File: src/kli_pkg.sv
`timescale 1ns / 1ps
// ----------------------------------------------------------------------------
// Keyframe interpolator package
// Shared constants, request and status codes, and the command and status
// bundles that pass between the controller and the datapath.
// ----------------------------------------------------------------------------
package kli_pkg;

    // Default sizing of the key table and of the vector components.
    localparam int DEF_MAX_KEYS   = 256;
    localparam int DEF_VALUE_BITS = 32;

    // Fixed field widths.
    localparam int TIME_BITS  = 32;
    localparam int SLOT_BITS  = 8;
    localparam int SEG_BITS   = 8;
    localparam int COUNT_BITS = 9;
    localparam int FRAC_BITS  = 16;

    // Request kinds carried on the input tuser bit.
    localparam logic REQ_LOAD  = 1'b0;
    localparam logic REQ_QUERY = 1'b1;

    // Result status codes.
    localparam logic [1:0] ST_INTERP = 2'd0;
    localparam logic [1:0] ST_SINGLE = 2'd1;
    localparam logic [1:0] ST_BEFORE = 2'd2;
    localparam logic [1:0] ST_AFTER  = 2'd3;

    // Key memory address sources.
    localparam logic [1:0] ADDR_SLOT = 2'd0;
    localparam logic [1:0] ADDR_SRCH = 2'd1;
    localparam logic [1:0] ADDR_SEG  = 2'd2;
    localparam logic [1:0] ADDR_ZERO = 2'd3;

    // Vector component selects.
    localparam logic [1:0] COMP_X = 2'd0;
    localparam logic [1:0] COMP_Y = 2'd1;
    localparam logic [1:0] COMP_Z = 2'd2;

    // Commands from the controller to the datapath.
    typedef struct packed {
        logic       mem_we;
        logic       mem_re;
        logic [1:0] addr_sel;
        logic       q_capture;
        logic       srch_step;
        logic       hi_capture;
        logic       div_start;
        logic       lerp_diff;
        logic       lerp_mul;
        logic       lerp_add;
        logic [1:0] comp;
        logic       out_load;
        logic [1:0] out_status;
    } kli_cmd_t;

    // Status from the datapath to the controller.
    typedef struct packed {
        logic n_one;
        logic srch_hit;
        logic srch_last;
        logic before_first;
        logic div_done;
        logic out_free;
    } kli_stat_t;

endpackage

File: src/kli_ctrl.sv
`timescale 1ns / 1ps
// ----------------------------------------------------------------------------
// Keyframe interpolator controller
// Sequences one item at a time: writes a load as it is accepted, and runs an
// interpolated query through search, divide, three lerp passes and handoff.
// ----------------------------------------------------------------------------
module kli_ctrl (
    input  logic                clk,
    input  logic                rst_n,
    input  logic                in_valid,
    input  logic                req_type,
    output logic                in_ready,
    input  kli_pkg::kli_stat_t  stat,
    output kli_pkg::kli_cmd_t   cmd
);
    import kli_pkg::*;

    localparam logic [3:0] S_IDLE      = 4'd0;
    localparam logic [3:0] S_SINGLE_RD = 4'd1;
    localparam logic [3:0] S_SRCH_1ST  = 4'd2;
    localparam logic [3:0] S_SRCH      = 4'd3;
    localparam logic [3:0] S_SEG_RD    = 4'd4;
    localparam logic [3:0] S_CHECK     = 4'd5;
    localparam logic [3:0] S_DIV       = 4'd6;
    localparam logic [3:0] S_LDIFF     = 4'd7;
    localparam logic [3:0] S_LMUL      = 4'd8;
    localparam logic [3:0] S_LADD      = 4'd9;
    localparam logic [3:0] S_OUT       = 4'd10;

    logic [3:0] state_reg;
    logic [3:0] state_next;
    logic [1:0] comp_reg;
    logic [1:0] comp_next;
    logic [1:0] status_reg;
    logic [1:0] status_next;
    logic       accept;

    assign in_ready = (state_reg == S_IDLE);
    assign accept   = in_valid && in_ready;

    // Next state and command decode.
    always_comb
    begin
        state_next     = state_reg;
        comp_next      = comp_reg;
        status_next    = status_reg;
        cmd            = '0;
        cmd.addr_sel   = ADDR_SRCH;
        cmd.comp       = comp_reg;
        cmd.out_status = status_reg;
        unique case (state_reg)
            S_IDLE:
            begin
                cmd.addr_sel = ADDR_SLOT;
                if (accept)
                begin
                    if (req_type == REQ_LOAD)
                    begin
                        cmd.mem_we = 1'b1;
                    end
                    else
                    begin
                        cmd.q_capture = 1'b1;
                        state_next    = stat.n_one ? S_SINGLE_RD : S_SRCH_1ST;
                    end
                end
            end
            S_SINGLE_RD:
            begin
                cmd.mem_re   = 1'b1;
                cmd.addr_sel = ADDR_ZERO;
                status_next  = ST_SINGLE;
                state_next   = S_OUT;
            end
            S_SRCH_1ST:
            begin
                cmd.mem_re    = 1'b1;
                cmd.srch_step = 1'b1;
                state_next    = S_SRCH;
            end
            S_SRCH:
            begin
                if (stat.srch_hit)
                begin
                    cmd.hi_capture = 1'b1;
                    state_next     = S_SEG_RD;
                end
                else if (stat.srch_last)
                begin
                    cmd.hi_capture = 1'b1;
                    status_next    = ST_AFTER;
                    state_next     = S_OUT;
                end
                else
                begin
                    cmd.mem_re    = 1'b1;
                    cmd.srch_step = 1'b1;
                end
            end
            S_SEG_RD:
            begin
                cmd.mem_re   = 1'b1;
                cmd.addr_sel = ADDR_SEG;
                state_next   = S_CHECK;
            end
            S_CHECK:
            begin
                if (stat.before_first)
                begin
                    status_next = ST_BEFORE;
                    state_next  = S_OUT;
                end
                else
                begin
                    cmd.div_start = 1'b1;
                    state_next    = S_DIV;
                end
            end
            S_DIV:
            begin
                if (stat.div_done)
                begin
                    comp_next  = COMP_X;
                    state_next = S_LDIFF;
                end
            end
            S_LDIFF:
            begin
                cmd.lerp_diff = 1'b1;
                state_next    = S_LMUL;
            end
            S_LMUL:
            begin
                cmd.lerp_mul = 1'b1;
                state_next   = S_LADD;
            end
            S_LADD:
            begin
                cmd.lerp_add = 1'b1;
                if (comp_reg == COMP_Z)
                begin
                    status_next = ST_INTERP;
                    state_next  = S_OUT;
                end
                else
                begin
                    comp_next  = comp_reg + 2'd1;
                    state_next = S_LDIFF;
                end
            end
            S_OUT:
            begin
                if (stat.out_free)
                begin
                    cmd.out_load = 1'b1;
                    state_next   = S_IDLE;
                end
            end
            default:
            begin
                state_next = S_IDLE;
            end
        endcase
    end

    // State registers.
    always_ff @(posedge clk or negedge rst_n)
    begin
        if (!rst_n)
        begin
            state_reg  <= S_IDLE;
            comp_reg   <= COMP_X;
            status_reg <= ST_INTERP;
        end
        else
        begin
            state_reg  <= state_next;
            comp_reg   <= comp_next;
            status_reg <= status_next;
        end
    end

endmodule

File: config.mk
export PLATFORM = sky130hd
export DESIGN_NAME = kli_ctrl
export DESIGN_NICKNAME = d
export VERILOG_FILES = /design/src/kli_pkg.sv /design/src/kli_ctrl.sv
export SDC_FILE = /design/constraint.sdc
export NUM_CORES = 1
export LEC_CHECK = 0
export BUFFER_PORTS_ARGS = -buffer_cell sky130_fd_sc_hd__clkbuf_2
export CAP_MARGIN = 40
export CORE_ASPECT_RATIO = 0.9
export CORE_UTILIZATION = 45
export CTS_BUF_LIST = sky130_fd_sc_hd__clkbuf_2
export DETAILED_ROUTE_END_ITERATION = 10
export GPL_TIMING_DRIVEN = 0
export PLACE_DENSITY = 0.76
export SKIP_LAST_GASP = 1
export SYNTH_ARGS = -nofsm -noshare
export SYNTH_HDL_FRONTEND = slang
export SYNTH_SLANG_ARGS = --single-unit
File: constraint.sdc
create_clock -name clk -period 1.51 [get_ports clk]
set_clock_uncertainty 0.2 [all_clocks]
set_input_delay 0.0755 -clock clk [delete_from_list [all_inputs] [get_ports clk]]
set_output_delay 0.0755 -clock clk [all_outputs]
set_load 0.05 [all_outputs]
==> results.cfg, run 1 <==
[floorplan]
ios = 27
fp.dieH_um = 40.1
start_util = 0.490
rows = 13
die_w_um = 44.3

[placement]
dp.cells = 145
post-place-ws_ns = -0.234
portBuffers = 26
finalWeightedCongestion = 0.879
dp_hpwl_mm = 1.57

[synthesis]
synth_top_area_frac = 0.276
synth_area_leaders = dfrtp_1 28%, nand2b_1 6.0%, a21oi_1 5.5%
synth_area_per_cell_um2 = 7.48
yosysTopAreaCell = dfrtp_1
yosys_warnings = 0
synthArstFlopShare = 1.00
synthCells = 97
synth_enable_flop_cells = 0
synth_top_flop_cell = dfrtp_1
synth.distinct_cells = 34
synth_seq_area_share = 0.276
synth_area_um2 = 726
synth_nets = 108
ys_ff_latch = 8

[cts]
cts_setup_buffers = 22
cts_sinks = 8
post_cts_resized = 45
htree_num_levels = 1
root_buffer = clkbuf_2
cts_hold_buf = 6
numCtsBuffers = 3
clk_path_buf_depth = 2

[status]
haltStage = clock tree synthesis (4_1_cts)
outcome = aborted with a tool error
stop_error = [ERROR DPL-0038] Utilization greater than 100%, impossible to legalize
[through the flow]
stage          area (µm²)  setup TNS, ns
2_1_floorplan         925          -2.20
3_3_place_gp         1080          -1.66
3_5_place_dp         1080          -1.91
[synthesized netlist by cell type (2+ instances only)]
cell type / n
nand2b_1: 7
nor3_1: 5
nor3b_1: 2
nor2b_1: 2
nand2_1: 10
o21ai_0: 6
inv_1: 7
a21oi_1: 8
buf_2: 7
mux2_2: 2
nor2_1: 10
o21a_1: 2
dfrtp_1: 8
[kinds of logic after synthesis]
logic type               Yosys count  synth area share
flip-flops                         8             0.276
XOR/XNOR                           1            0.0121
AND/OR/NAND/NOR                   43             0.316
adder cells (fa/ha/maj)            1            0.0172
buffers and inverters             15            0.0948
AO/OA/AOI/OAI                     25             0.224
multiplexers                       4            0.0603
==> run 2, diff against run 1 <==
--- a/config.mk
+++ b/config.mk
@@ -7,12 +7,11 @@
 export LEC_CHECK = 0
 export BUFFER_PORTS_ARGS = -buffer_cell sky130_fd_sc_hd__clkbuf_2
 export CAP_MARGIN = 40
-export CORE_ASPECT_RATIO = 0.9
-export CORE_UTILIZATION = 45
-export CTS_BUF_LIST = sky130_fd_sc_hd__clkbuf_2
+export CORE_AREA = 2 2 63 65
 export DETAILED_ROUTE_END_ITERATION = 10
+export DIE_AREA = 0 0 65 67
 export GPL_TIMING_DRIVEN = 0
-export PLACE_DENSITY = 0.76
+export PLACE_DENSITY_LB_ADDON = 0.15
 export SKIP_LAST_GASP = 1
 export SYNTH_ARGS = -nofsm -noshare
 export SYNTH_HDL_FRONTEND = slang
==> constraint.sdc (replaced) <==
create_clock -name clk -period 2 [get_ports clk]
set_clock_uncertainty 0.2 [all_clocks]
set_input_delay 0.1 -clock clk [delete_from_list [all_inputs] [get_ports clk]]
set_output_delay 0.1 -clock clk [all_outputs]
set_load 0.05 [all_outputs]
==> results.cfg, run 2 <==
[status]
outcome = completed

[placement]
place_area_um2 = 958
dp.cells = 171
dp_hpwl_mm = 1.69
portBuffers = 26
finalWeightedCongestion = 0.788

[floorplan]
start_util = 0.201
core_area_um2 = 3610
die_w_um = 65
rows = 22
ios = 27
fp.dieH_um = 67
die_area_um2 = 4360

[worst_hold_path]
hold_class = in -> async

[setup_path]
crit_path_cell_trace = buf_4, buf_2, nand2_1, nor4_2, clkbuf_4
setup.worst_path.start = state_reg[1]
cp_slowest_cell = dfrtp_1
cp-start-kind = flip-flop
worstPathMaxFanout = 10
arrival_ns = 1.60
r2r-start = state_reg[0]
r2r_end = comp_reg[1]
r2r_cells = 5
endpoint = cmd[9]
worst-path-buf-inv = 3
cp.depth = 5
critPathRequiredTime_ns = 1.70
r2r_slack_ns = 0.23
path_class = reg -> out
crit_family = buffers and inverters
endpoint_kind = output pin
crit_path_max_incr_delay_ns = 0.35

[cts]
clk_path_buf_depth = 2
cts_sinks = 8
numCtsBuffers = 3
root_buffer = clkbuf_8
tritoncts = built
htree_num_levels = 1
clk_latency_ns = 0.22
clk_pin_slew_worst_paths_ns = 0.04

[drt]
routedWlPerCell_um = 12.1
drtPass1Iterations = 4
routed_wl_mm = 2.18
ant_nets = 0
vias = 810
vias_per_cell = 4.50
drc = 0
drt-initial-drc-count = 30

[timing]
slew_viol_final = 0
setup_viol = 0
fin_crit_ns = 1.90
tns_ns = 0
worst_pin_slew_ns = 0.306
period_share = 0.951
fmax_mhz = 526
fin_hold_ws_ns = 0.0546
slew_headroom = 0.794
finalHoldViolCount = 0
grt_setup_unrepaired = true

[synthesis]
synthCells = 97
synth_mux_area_frac = 0.0603
yosysTopAreaCell = dfrtp_1
synthSimpleGateAreaFrac = 0.316
synth_top_family_by_area = simple AND/OR/NAND/NOR gates
synth_nets = 108
synthAdderAreaFrac = 0.0172
ys_ff_latch = 8
synth_top_flop_cell = dfrtp_1
synth_area_leaders = dfrtp_1 28%, nand2b_1 6.0%, a21oi_1 5.5%
synthArstFlopShare = 1.00
synth_enable_flop_cells = 0
synth_common_cells = 10 x nand2_1, 10 x nor2_1, 8 x a21oi_1, 8 x dfrtp_1
synth_compound_area_frac = 0.224
synth_xor_area_frac = 0.0121
synth.distinct_cells = 34
yosys_warnings = 0
synth_top_area_frac = 0.276
synth_area_per_cell_um2 = 7.48
synth_seq_area_share = 0.276
synth_area_um2 = 726

[global_route]
grt_pass1_vias = 762
grt_max_degree = 11
track_usage = 0.107
grt_first_pass_wirelength_mm = 3.66
antenna_found_initial = 0
grt-ovfl-total = 0

[power]
fin_total_pwr_mw = 1.96
p_leak_nw = 0.504
p_per_area_nw_per_um2 = 1790
irDropWorstVdd_v = 0.000617

[layout]
fin_nets = 145
fin_cells = 180
final_area_um2 = 1090
diodes = 0
layout-drive-gt1-share = 0.394
area_growth_pct = 50.5
largest_reg_flops = 4
layout_common_cells = 19 x clkbuf_2, 10 x nand2_1, 9 x nor2_1
final_common_cell = clkbuf_2

[job]
drv_cap = 0
-- run 2: cell counts after synthesis --
Identical to the previous run, type by type.
-- run 2: logic make-up after synthesis --
family                   count (synthesis)
AND/OR/NAND/NOR                         43
adder cells (fa/ha/maj)                  1
XOR/XNOR                                 1
buffers and inverters                   15
flip-flops                               8
AO/OA/AOI/OAI                           25
multiplexers                             4
-- run 2: worst reg2reg max path: stages, from the launching register on --
cell and delay (ns):
dfrtp_1 0.34, buf_2 0.19, nand4bb_1 0.17, nor2_1 0.10
a41oi_1 0.28, mux2_2 0.37
-- run 2: worst min path at each step --
stage,startpoint,slack [ns],to
CTS,rst_n,0.06,comp_reg[0]
finish,rst_n,0.05,status_reg[1]
floorplan,rst_n,-0.40,comp_reg[0]
global route,rst_n,0.09,comp_reg[0]
global placement,rst_n,-0.24,status_reg[1]
detailed placement,rst_n,-0.24,status_reg[0]
-- run 2: final cells by class --
| class | instances | area, µm² |
|---|---|---|
| plain buffers | 8 | 52.6 |
| fillers | 413 | 2510 |
| inverters | 7 | 26.3 |
| well taps | 48 | 60.1 |
| repair buffers | 32 | 208 |
| multi-input cells | 74 | 503 |
| clock buffers | 3 | 41.3 |
| flip-flops and latches | 8 | 201 |
-- run 2: per-stage QoR --
stage,utilization,worst slack [ns]
2_1_floorplan,-,-0.157
5_1_grt,0.303,-0.0105
6_report,0.303,0.0980
4_1_cts,0.290,0.00226
3_5_place_dp,0.266,0.183
3_3_place_gp,0.266,0.189
-- run 2: report_power, final --
part / switching, mW / internal, mW / leakage (nW)
Clock: 0.0580 / 0.130 / 0.0216
Sequential: 0.0371 / 0.231 / 0.0963
Combinational: 0.989 / 0.512 / 0.386
-- run 2: metal layers --
| metal | up-vias | share of wire | GRT usage |
|---|---|---|---|
| met5 | - | 0 | 0 |
| met4 | 0 | 0.0028 | 0.0239 |
| met3 | 2 | 0.047 | 0.00845 |
| met2 | 23 | 0.44 | 0.171 |
| met1 | 374 | 0.51 | 0.154 |
| li1 | 411 | - | - |
-- run 2: timing repair --
action / in CTS / in global routing
pin swaps: 0 / 2
setup endpoints to repair: 2 / 10
hold buffers: 4 / 0
endpoints found under the hold margin: 10 / 0
setup buffers: 0 / 2
gates resized for setup: 2 / 20
(Power assumes the default switching activity.)
==> run 3, diff against run 2 <==
--- a/config.mk
+++ b/config.mk
@@ -12,6 +12,7 @@
 export DIE_AREA = 0 0 65 67
 export GPL_TIMING_DRIVEN = 0
 export PLACE_DENSITY_LB_ADDON = 0.15
+export RECOVER_POWER = 50
 export SKIP_LAST_GASP = 1
 export SYNTH_ARGS = -nofsm -noshare
 export SYNTH_HDL_FRONTEND = slang
==> results.cfg, run 3 (synthesized netlist as in run 2, its figures left out) <==
[status]
outcome = completed

[setup_path]
critPathRequiredTime_ns = 1.70
worst-path-buf-inv = 3
r2r_cells = 5
cp_slowest_cell = dfrtp_1
cp-start-kind = flip-flop
r2r-start = state_reg[0]
r2r_slack_ns = 0.23
worstPathMaxFanout = 10
crit_path_max_incr_delay_ns = 0.35
crit_path_cell_trace = buf_4, buf_2, nand2_1, nor4_2, clkbuf_4
endpoint_kind = output pin
r2r_end = comp_reg[1]
path_class = reg -> out
arrival_ns = 1.60
crit_family = buffers and inverters

[floorplan]
start_util = 0.201
die_area_um2 = 4360
rows = 22
fp.dieH_um = 67
ios = 27
core_area_um2 = 3610
die_w_um = 65

[cts]
clk_path_buf_depth = 2
clk_latency_ns = 0.22
tritoncts = built
cts_sinks = 8
htree_num_levels = 1
root_buffer = clkbuf_8
clk_pin_slew_worst_paths_ns = 0.04
numCtsBuffers = 3

[layout]
final_area_um2 = 1090
diodes = 0
fin_cells = 180
fin_nets = 145
multi_input_area_um2 = 503
area_growth_pct = 49.7
largest_reg_flops = 4
layout_common_cells = 14 x clkbuf_2, 10 x nand2_1, 9 x nor2_1
layout.area.seq_um2 = 201
layout-drive-gt1-share = 0.356
n_fill_cell = 412
final_common_cell = clkbuf_2

[power]
p_leak_nw = 0.488
irDropWorstVdd_v = 0.000616
p_per_area_nw_per_um2 = 1800

[timing]
slew_viol_final = 0
grt_setup_unrepaired = true
fin_crit_ns = 1.90
worst_pin_slew_ns = 0.599
fmax_mhz = 526
finalHoldViolCount = 0
slew_headroom = 0.602
setup_viol = 0
period_share = 0.951

[placement]
dp_hpwl_mm = 1.69
finalWeightedCongestion = 0.788
place_area_um2 = 958
portBuffers = 26
dp.cells = 171

[drt]
routed_wl_mm = 2.17
drt-initial-drc-count = 31
drc = 0
routedWlPerCell_um = 12.1
drtPass1Iterations = 4
vias_per_cell = 4.51
ant_nets = 0
vias = 811

[global_route]
grt_max_degree = 11
antenna_found_initial = 0
grt_pass1_vias = 762
track_usage = 0.107
grt-ovfl-total = 0
grt_first_pass_wirelength_mm = 3.66

[worst_hold_path]
worstHoldStart = req_type
holdPathStages = 5
hold_class = in -> reg
hold_path_end = state_reg[0]

[job]
drv_cap = 0
-- run 3: changes by cell type in the layout (fill, tap and decap cells not counted) --
cell	previous run	this run
clkbuf_1	0	5
clkbuf_2	19	14
-- run 3: what timing repair did --
item	CTS	global route
gates resized for setup	2	20
setup buffers	0	2
hold buffers	4	0
setup endpoints to repair	2	10
pin swaps	0	2
hold endpoints to repair	10	0
-- run 3: layout make-up --
cell class,instances,share of cell area
well taps,48,0.0553
multi-input cells,74,0.463
plain buffers,8,0.0484
clock buffers,3,0.0380
repair buffers,32,0.185
inverters,7,0.0242
flip-flops and latches,8,0.185
-- run 3: how the worst max path moves through the flow --
stage / from / end / slack, ns / depth (start not counted)
floorplan: state_reg[1] / cmd[15] / -0.16 / 4
global placement: state_reg[2] / cmd[8] / 0.19 / 5
detailed placement: state_reg[2] / cmd[8] / 0.18 / 5
CTS: state_reg[2] / cmd[8] / 0.002 / 5
global route: state_reg[3] / cmd[10] / -0.01 / 6
finish: state_reg[1] / cmd[9] / 0.1 / 5
-- run 3: through the flow --
| step | utilization | power [mW] | TNS (ns) | hold WS [ns] | worst slack (ns) |
|---|---|---|---|---|---|
| 6_report | 0.301 | 1.95 | 0 | 0.105 | 0.0978 |
| 5_1_grt | 0.301 | 2.09 | -0.0105 | 0.145 | -0.0105 |
| 4_1_cts | 0.290 | 1.89 | 0 | 0.0601 | 0.00226 |
| 3_5_place_dp | 0.266 | 1.68 | 0 | -0.240 | 0.183 |
| 3_3_place_gp | 0.266 | 1.68 | 0 | -0.243 | 0.189 |
| 2_1_floorplan | - | 1.38 | -0.192 | -0.396 | -0.157 |
-- run 3: layer usage --
layer | track usage | part of all wire | vias up
met5 | 0 | 0 | -
met4 | 0.0239 | 0.0028 | 0
met3 | 0.00845 | 0.047 | 2
met2 | 0.171 | 0.44 | 23
met1 | 0.154 | 0.51 | 374
li1 | - | - | 412
-- run 3: worst reg2reg max path, stage by stage (launching register included) --
cell and delay (ns):
dfrtp_1 0.34, buf_2 0.19, nand4bb_1 0.17, nor2_1 0.10, a41oi_1 0.28, mux2_2 0.37
-- run 3: report_power, final --
part           switching, mW  total [mW]  leakage [nW]  internal [mW]
combinational          0.990        1.49         0.370          0.505
clock                 0.0581       0.188        0.0216          0.130
sequential            0.0366       0.267        0.0963          0.231
==> run 4, diff against run 3 <==
--- a/config.mk
+++ b/config.mk
@@ -10,7 +10,7 @@
 export CORE_AREA = 2 2 63 65
 export DETAILED_ROUTE_END_ITERATION = 10
 export DIE_AREA = 0 0 65 67
-export GPL_TIMING_DRIVEN = 0
+export GPL_TIMING_DRIVEN = 1
 export PLACE_DENSITY_LB_ADDON = 0.15
 export RECOVER_POWER = 50
 export SKIP_LAST_GASP = 1
==> results.cfg, run 4 (synthesized netlist as in run 2, its figures left out) <==
[status]
outcome = completed

[drt]
drt-initial-drc-count = 30
drtPass1Iterations = 4
ant_nets = 0
drc = 0
routedWlPerCell_um = 11.5
vias_per_cell = 4.42
routed_wl_mm = 2.15
vias = 822

[cts]
clk_latency_ns = 0.22
clk_pin_slew_worst_paths_ns = 0.04
tritoncts = built
clk_path_buf_depth = 2
htree_num_levels = 1
root_buffer = clkbuf_8
numCtsBuffers = 3
cts_sinks = 8

[global_route]
grt_pass1_vias = 796
grt-ovfl-total = 0
grt_max_degree = 20
antenna_found_initial = 0
track_usage = 0.109
grt_first_pass_wirelength_mm = 3.72

[setup_path]
worstPathMaxFanout = 8
path_class = reg -> out
arrival_ns = 1.62
cp_slowest_cell = dfrtp_1
crit_path_cell_trace = buf_4, nor4_4, and3_4, clkbuf_2
critPathRequiredTime_ns = 1.70
cp-start-kind = flip-flop
crit_path_max_incr_delay_ns = 0.44
endpoint_kind = output pin

[floorplan]
die_area_um2 = 4360
start_util = 0.201
rows = 22
ios = 27
core_area_um2 = 3610
fp.dieH_um = 67
die_w_um = 65

[power]
p_leak_nw = 0.512
p_per_area_nw_per_um2 = 1790
irDropWorstVdd_v = 0.000632
fin_total_pwr_mw = 2.00

[placement]
portBuffers = 26
post-place-ws_ns = 0.0747
finalWeightedCongestion = 0.759
dp_hpwl_mm = 1.67

[layout]
largest_reg_flops = 4
area_growth_pct = 54.0
diodes = 0
layout-drive-gt1-share = 0.391
final_common_cell = clkbuf_2
fin_nets = 151
layout_common_cells = 18 x clkbuf_2, 16 x buf_4, 10 x nand2_1
post-route-util = 0.310
n_fill_cell = 404

[timing]
finalHoldViolCount = 0
fin_ws_ns = 0.0755
worst_pin_slew_ns = 0.599
setup_viol = 0
slew_headroom = 0.603
period_share = 0.962
fin_crit_ns = 1.92
grt_setup_unrepaired = true
slew_viol_final = 0
fmax_mhz = 520
fin_hold_ws_ns = 0.110

[worst_hold_path]
hold_class = in -> reg

[job]
drv_cap = 0
[run 4: final timing paths]
kind	from	to	slack [ns]	cells past startpoint
min in group asynchronous	rst_n	status_reg[0]	0.13	2
max in group asynchronous	rst_n	state_reg[0]	1.14	2
worst max register to register	state_reg[1]	comp_reg[1]	0.20	5
worst min-delay path	req_type	state_reg[0]	0.11	5
worst min register to register	status_reg[1]	status_reg[1]	0.30	1
worst max-delay path	state_reg[3]	cmd[11]	0.08	4
[run 4: report_power, final]
part	switching, mW	leakage, nW	internal, mW
combinational	0.891	0.396	0.554
sequential	0.138	0.0942	0.235
clock	0.0548	0.0216	0.130
total	1.08	0.512	0.918
[run 4: stage by stage]
stage          cells  TNS (ns)  cell area (µm²)
6_report         186         0             1120
2_1_floorplan     97    -0.192              768
4_1_cts          181         0             1080
3_5_place_dp     174         0              998
3_3_place_gp     174         0              998
5_1_grt          186   -0.0217             1120
[run 4: what timing repair did]
action                                  in CTS  in global routing
gates resized for setup                      3                  3
hold buffers                                 4                  0
endpoints found under the hold margin       10                  0
gates cloned                                 0                  0
setup buffers                                0                  5
endpoints found under the setup margin       4                  8
pin swaps                                    0                  0
[run 4: area by class of cell]
class,instances,area [µm²],share of cell area
flip-flops and latches,8,204,0.183
well taps,48,60.1,0.0538
multi-input cells,74,499,0.447
repair buffers,46,287,0.256
inverters,7,26.3,0.0235
clock buffers,3,41.3,0.0370
[run 4: critical path: cells and delay by family, from the launching register on]
family / cells / cell delay (ns)
and+or+nand+nor: 2 / 0.50
DFF: 1 / 0.44
buffers and inverters: 2 / 0.46
[run 4: layer usage]
metal,vias up,part of all wire,GRT usage
li1,421,-,-
met1,378,0.52,0.154
met2,21,0.43,0.168
met3,2,0.048,0.0118
met4,0,0.0028,0.0399
met5,-,0,0
